$ cat config.mk
export PLATFORM = sky130hd
export DESIGN_NAME = gats_ctrl
export DESIGN_NICKNAME = d
export VERILOG_FILES = /design/src/sv/gats_pkg.sv /design/src/sv/gats_ctrl.sv
export SDC_FILE = /design/constraint.sdc
export NUM_CORES = 1
export LEC_CHECK = 0
export BUFFER_PORTS_ARGS = -buffer_cell sky130_fd_sc_hd__buf_2
export CELL_PAD_IN_SITES_DETAIL_PLACEMENT = 1
export CELL_PAD_IN_SITES_GLOBAL_PLACEMENT = 1
export CORE_MARGIN = 2
export CORE_UTILIZATION = 35
export DETAILED_ROUTE_END_ITERATION = 12
export PLACE_DENSITY = 0.93
export SKIP_LAST_GASP = 1
export SLEW_MARGIN = 20
export SYNTH_ARGS = -nofsm -noshare
export SYNTH_HDL_FRONTEND = slang
export SYNTH_SLANG_ARGS = --single-unit
$ cat constraint.sdc
create_clock -name clk_i -period 3.6 [get_ports clk_i]
set_input_delay 0.18 -clock clk_i [delete_from_list [all_inputs] [get_ports clk_i]]
set_output_delay 0.18 -clock clk_i [all_outputs]
set_load 0.1 [all_outputs]
$ cat src/sv/gats_pkg.sv
// Shared types, constants and helper functions for the grid A* target search block.
// No dependencies; every other file imports this package.
package gats_pkg;

  localparam int GRID_W     = 8;
  localparam int GRID_H     = 8;
  // Must be a power of two: the open list is a ring indexed by wrapping pointers.
  localparam int OPEN_DEPTH = 256;

  localparam int NCELLS  = GRID_W * GRID_H;
  localparam int CELL_AW = $clog2(NCELLS);
  localparam int OPEN_AW = $clog2(OPEN_DEPTH);
  localparam int CNT_W   = OPEN_AW + 1;
  localparam int COORD_W = 3;
  localparam int COST_W  = 8;
  localparam int H_W     = COORD_W + 1;
  localparam int F_W     = COST_W + 1;
  localparam int DIR_W   = 3;
  localparam logic [DIR_W-1:0] DIR_COUNT = DIR_W'(4);

  typedef enum logic [1:0] {
    KIND_UNKNOWN = 2'd0,
    KIND_CLEAR   = 2'd1,
    KIND_WALL    = 2'd2,
    KIND_TARGET  = 2'd3
  } cell_kind_e;

  typedef enum logic [1:0] {
    RES_FOUND    = 2'd0,
    RES_NOPATH   = 2'd1,
    RES_OVERFLOW = 2'd2
  } res_status_e;

  typedef enum logic [1:0] {
    POS_ZERO = 2'd0,
    POS_CUR  = 2'd1,
    POS_NB   = 2'd2
  } pos_sel_e;

  typedef struct packed {
    logic [F_W-1:0]     f;
    logic [H_W-1:0]     h;
    logic [COORD_W-1:0] x;
    logic [COORD_W-1:0] y;
  } open_entry_t;

  typedef struct packed {
    logic        load_we;
    logic        search_start;
    logic        init;
    logic        pop_rd;
    logic        cur_rd;
    logic        pop_commit;
    logic        nb_rd;
    logic        nb_step;
    logic        resolve_wall;
    logic        resolve_clear;
    logic        ins_start;
    logic        ins_rd;
    logic        ins_shift;
    logic        ins_place;
    logic        set_res;
    res_status_e res_code;
    pos_sel_e    res_pos;
    logic        res_load;
  } dp_cmd_t;

  typedef struct packed {
    logic       start_oob;
    logic       count_zero;
    logic       cur_target;
    logic       dir_done;
    logic       nb_oob;
    logic       nb_target;
    logic       nb_skip_cost;
    cell_kind_e nb_kind;
    logic       nb_occ;
    logic       list_full;
    logic       j_zero;
    logic       ins_before;
    logic       out_full;
  } dp_sts_t;

  function automatic logic [CELL_AW-1:0] cell_idx(logic [COORD_W-1:0] x,
                                                   logic [COORD_W-1:0] y);
    return CELL_AW'(y) * CELL_AW'(GRID_W) + CELL_AW'(x);
  endfunction

  function automatic logic [H_W-1:0] manhattan(logic [COORD_W-1:0] ax,
                                               logic [COORD_W-1:0] ay,
                                               logic [COORD_W-1:0] bx,
                                               logic [COORD_W-1:0] by);
    logic [COORD_W-1:0] dx;
    logic [COORD_W-1:0] dy;
    dx = (ax > bx) ? ax - bx : bx - ax;
    dy = (ay > by) ? ay - by : by - ay;
    return H_W'(dx) + H_W'(dy);
  endfunction

endpackage

$ cat src/sv/gats_ctrl.sv
// Sequencer for the grid A* search: pop, neighbour scan, sorted insert, result hand-off.
// Depends on gats_pkg; drives gats_dp through dp_cmd_t and reads dp_sts_t.
module gats_ctrl import gats_pkg::*; (
  input  logic    clk_i,
  input  logic    rst_ni,
  input  logic    in_valid_i,
  input  logic    mode_i,
  output logic    in_ready_o,
  input  dp_sts_t sts_i,
  output dp_cmd_t cmd_o
);

  typedef enum logic [9:0] {
    ST_IDLE = 10'b0000000001,
    ST_INIT = 10'b0000000010,
    ST_POP  = 10'b0000000100,
    ST_POPW = 10'b0000001000,
    ST_CURW = 10'b0000010000,
    ST_NB   = 10'b0000100000,
    ST_NBW  = 10'b0001000000,
    ST_INS  = 10'b0010000000,
    ST_INSW = 10'b0100000000,
    ST_RES  = 10'b1000000000
  } state_e;

  state_e state_q, state_d;

  always_ff @(posedge clk_i or negedge rst_ni) begin
    if (!rst_ni) begin
      state_q <= ST_IDLE;
    end else begin
      state_q <= state_d;
    end
  end

  always_comb begin
    cmd_o      = '0;
    state_d    = state_q;
    in_ready_o = 1'b0;
    case (state_q)
      ST_IDLE: begin
        in_ready_o = 1'b1;
        if (in_valid_i) begin
          if (mode_i) begin
            cmd_o.search_start = 1'b1;
            state_d = ST_INIT;
          end else begin
            cmd_o.load_we = 1'b1;
          end
        end
      end
      ST_INIT: begin
        if (sts_i.start_oob) begin
          cmd_o.set_res  = 1'b1;
          cmd_o.res_code = RES_NOPATH;
          cmd_o.res_pos  = POS_ZERO;
          state_d = ST_RES;
        end else begin
          cmd_o.init = 1'b1;
          state_d = ST_POP;
        end
      end
      ST_POP: begin
        if (sts_i.count_zero) begin
          cmd_o.set_res  = 1'b1;
          cmd_o.res_code = RES_NOPATH;
          cmd_o.res_pos  = POS_ZERO;
          state_d = ST_RES;
        end else begin
          cmd_o.pop_rd = 1'b1;
          state_d = ST_POPW;
        end
      end
      ST_POPW: begin
        cmd_o.cur_rd = 1'b1;
        state_d = ST_CURW;
      end
      ST_CURW: begin
        if (sts_i.cur_target) begin
          cmd_o.set_res  = 1'b1;
          cmd_o.res_code = RES_FOUND;
          cmd_o.res_pos  = POS_CUR;
          state_d = ST_RES;
        end else begin
          cmd_o.pop_commit = 1'b1;
          state_d = ST_NB;
        end
      end
      ST_NB: begin
        if (sts_i.dir_done) begin
          state_d = ST_POP;
        end else if (sts_i.nb_oob) begin
          cmd_o.nb_step = 1'b1;
        end else begin
          cmd_o.nb_rd = 1'b1;
          state_d = ST_NBW;
        end
      end
      ST_NBW: begin
        if (sts_i.nb_target) begin
          cmd_o.set_res  = 1'b1;
          cmd_o.res_code = RES_FOUND;
          cmd_o.res_pos  = POS_NB;
          state_d = ST_RES;
        end else if (sts_i.nb_skip_cost || sts_i.nb_kind == KIND_WALL ||
                     (sts_i.nb_kind == KIND_UNKNOWN && sts_i.nb_occ)) begin
          // Cache the resolved wall for an unknown cell, then move on.
          cmd_o.resolve_wall = !sts_i.nb_skip_cost && sts_i.nb_kind == KIND_UNKNOWN;
          cmd_o.nb_step = 1'b1;
          state_d = ST_NB;
        end else begin
          cmd_o.resolve_clear = (sts_i.nb_kind == KIND_UNKNOWN);
          cmd_o.ins_start = 1'b1;
          if (sts_i.list_full) begin
            cmd_o.set_res  = 1'b1;
            cmd_o.res_code = RES_OVERFLOW;
            cmd_o.res_pos  = POS_ZERO;
            state_d = ST_RES;
          end else begin
            state_d = ST_INS;
          end
        end
      end
      ST_INS: begin
        if (sts_i.j_zero) begin
          cmd_o.ins_place = 1'b1;
          cmd_o.nb_step   = 1'b1;
          state_d = ST_NB;
        end else begin
          cmd_o.ins_rd = 1'b1;
          state_d = ST_INSW;
        end
      end
      ST_INSW: begin
        if (sts_i.ins_before) begin
          cmd_o.ins_shift = 1'b1;
          state_d = ST_INS;
        end else begin
          cmd_o.ins_place = 1'b1;
          cmd_o.nb_step   = 1'b1;
          state_d = ST_NB;
        end
      end
      ST_RES: begin
        if (!sts_i.out_full) begin
          cmd_o.res_load = 1'b1;
          state_d = ST_IDLE;
        end
      end
      default: begin
        state_d = ST_IDLE;
      end
    endcase
  end

endmodule

==> results by group <==
Worst setup path
  • Setup crit start: state_q[2]
  • Worst path arrival time: 2.50 ns
  • Slowest library cell on the worst path: dfrtp_1
  • Startpoint Class: flop
  • Critical Path, Cell by Cell: nor4_4 -> nand4b_2 -> or3_1 -> inv_2 -> and2_1 -> buf_2
  • Slowest stage delay, CP: 0.54 ns
  • Highest net fanout along the worst path: 12
  • Crit. End Element: output pin
  • R2r startpoint: state_q[2]
  • CP required: 3.42 ns
  • Crit Path Category: reg -> out

Finish
  • Largest Register: state_q
  • Commonest non-fill, non-tap cell in the layout: buf_2
  • Cell area after layout: 1100 um2
  • Non-filler cells, final: 164
  • Most frequent cells in the layout: buf_2 (38), nor2_1 (10), dfrtp_1 (9)
  • Synthesis-to-layout area growth: 32.4%
  • Ant diodes: 0
  • Largest registers: state_q x10
  • Share of post-route cells with drive strength above 1: 39.0%
  • Fill count: 293
  • Final nets: 155
  • Max FFs per register: 10
  • Post-layout util: 49.4%

Routing
  • Drc violations: 0
  • Post-route antenna net violation count: 0
  • Routed length per placed instance: 16.6 um
  • DRT Pass-1 Iters: 4
  • DR vias/cell: 5.54
  • Routed Wire Length: 2730 um
  • Initial DRC Count: 16
  • Via count: 909

Placed design
  • Area post-placement: 1060 um2
  • DP HPWL: 2210 um
  • Gpl congestion: 0.864
  • Input/output buffers: 38
  • Placed Instances: 159

Timing
  • Setup TNS: 0 ns
  • Worst slew margin: 61.3%
  • RSZ-0062 raised after global routing: no
  • Clock skew: 0.000844 ns
  • Hold violation count in the final report: 0
  • Worst-Margin Slew: 0.572 ns
  • Final Setup Violations: 0
  • Pins Over Slew Limit: 0
  • Max Fclk: 373 MHz
  • Fin crit period: 2.68 ns
  • Final period util: 74.4%
  • Worst hold slack: 0.0878 ns

Power
  • Comb power frac: 49.6%
  • Clock share of power: 21.0%
  • Sw frac: 49.1%
  • Power per standard cell area: 456 nW/um2
  • Reg power frac: 29.5%
  • P_int: 256 uW
  • VDD IR-drop max: 293 uV
  • Switching power: 247 uW
  • Static leakage: 0.000603 uW

Worst hold path
  • HP Class: in -> reg
  • Hold_sp: sts_i[9]

Yosys
  • Post-Syn Instances: 96
  • EDFF count, synth: 0
  • Sequential area share after synthesis: 30.2%
  • Synth area leaders: dfrtp_1 (27%), nor4b_1 (6.3%), and4b_1 (4.8%), nor2_1 (4.5%), dfstp_2 (3.2%)
  • Post-synth top area share: 27.0%
  • Asr flop ratio synth: 100%
  • Count of cell types in the netlist: 41
  • Synth Cell Area: 833 um2
  • Main flop type after synthesis: dfrtp_1
  • Total nets after synthesis: 114
  • Post-synth top area cell: dfrtp_1
  • YS warnings: 0
  • Synthesized flop and latch total: 10
  • Avg Cell Area, Syn: 8.68 um2

Floorplanning
  • Die width: 52.8 um
  • Core footprint: 2230 um2
  • Ports: 39
  • Initial Util: 37.3%
  • Die Y: 52.8 um
  • Num rows: 17
  • Die area: 2790 um2

Clock tree
  • Clock Latency Late Sink: 0.27 ns
  • CTS tree: done
  • Clock Tree Root: clkbuf_4
  • H-Tree Depth: 1
  • Max Root-Sink Buffers: 2
  • Clock sink count: 10
  • CTS buffer count: 3
  • Reg clk slew, reported paths: 0.07 ns
  • Post_cts resized: 0

Outcome
  • Status: complete, no violations

Global routing
  • GRT Total Usage: 21.7%
  • Largest net degree at the start of global routing: 13
  • First-pass GRT wire length: 4450 um
  • Vias in the first global route: 954
  • Global route total overflow: 0
  • Initial antenna violation count: 0

Flow run
  • Maxcap violations: 0
-- metrics by stage --
stage | total power [uW] | setup slack (ns)
2_1_floorplan | 340 | 0.00690
6_report | 503 | 0.922
3_5_place_dp | 399 | 1.22
4_1_cts | 508 | 0.914
5_1_grt | 531 | 0.753
3_3_place_gp | 387 | 1.31
-- final timing paths --
kind | to | slack (ns) | cells after the start
min in group asynchronous | state_q[5] | 0.32 | 2
max in group asynchronous | state_q[0] | 3.02 | 2
min reg2reg | state_q[6] | 0.70 | 2
max | cmd_o[4] | 0.92 | 6
min | state_q[6] | 0.09 | 2
max reg2reg | state_q[5] | 1.65 | 5
-- synth_stat cells (3+ instances only) --
cell type	count
nor4b_1	6
and4b_1	4
nor2_1	10
dfrtp_1	9
nand3_1	4
nor3_1	4
and2_1	3
nand2_1	7
inv_1	6
-- what timing repair did --
action	4_1_cts	5_1_grt
endpoints found under the hold margin	9	0
setup buffers	0	0
hold buffers	1	0
-- cells by family (layout without fill, tap and decap cells) --
group | after synthesis | after routing | share of synthesized area (%)
AO/OA/AOI/OAI | 13 | 13 | 12.6
XOR/XNOR | 2 | 2 | 2.10
buffers and inverters | 10 | 50 | 4.80
flip-flops | 10 | 10 | 30.2
AND/OR/NAND/NOR | 61 | 61 | 50.3
-- power groups by stage --
stage               Combinational, uW  Sequential (uW)  Clock (uW)
floorplan                         198              142           0
global placement                  239              148           0
detailed placement                248              151           0
CTS                               250              148         109
global route                      266              150         115
finish                            249              148         106
-- worst max-delay path: cells and delay by family, from the launching register on --
family | cells | cell delay [ns]
buffers and inverters | 2 | 0.50
DFF | 1 | 0.54
and+or+nand+nor | 4 | 1.18
-- layout make-up --
cell class / count / area [um2] / share of cell area (%)
Sequential cell: 10 / 251 / 22.8
Timing Repair Buffer: 39 / 200 / 18.1
Clock buffer: 4 / 36.3 / 3.29
Inverter: 7 / 26.3 / 2.38
Multi-Input combinational cell: 76 / 554 / 50.2
Tap cell: 28 / 35.0 / 3.17
-- per-layer routing --
layer / global-route usage [%] / share of wire [%] / up-vias
li1: - / - / 443
met1: 25.8 / 42 / 446
met2: 40.4 / 54 / 20
met3: 4.57 / 3.5 / 0
met4: 2.56 / 0 / 0
met5: 0 / 0 / -
No activity file was read; power rests on OpenSTA's default activity.
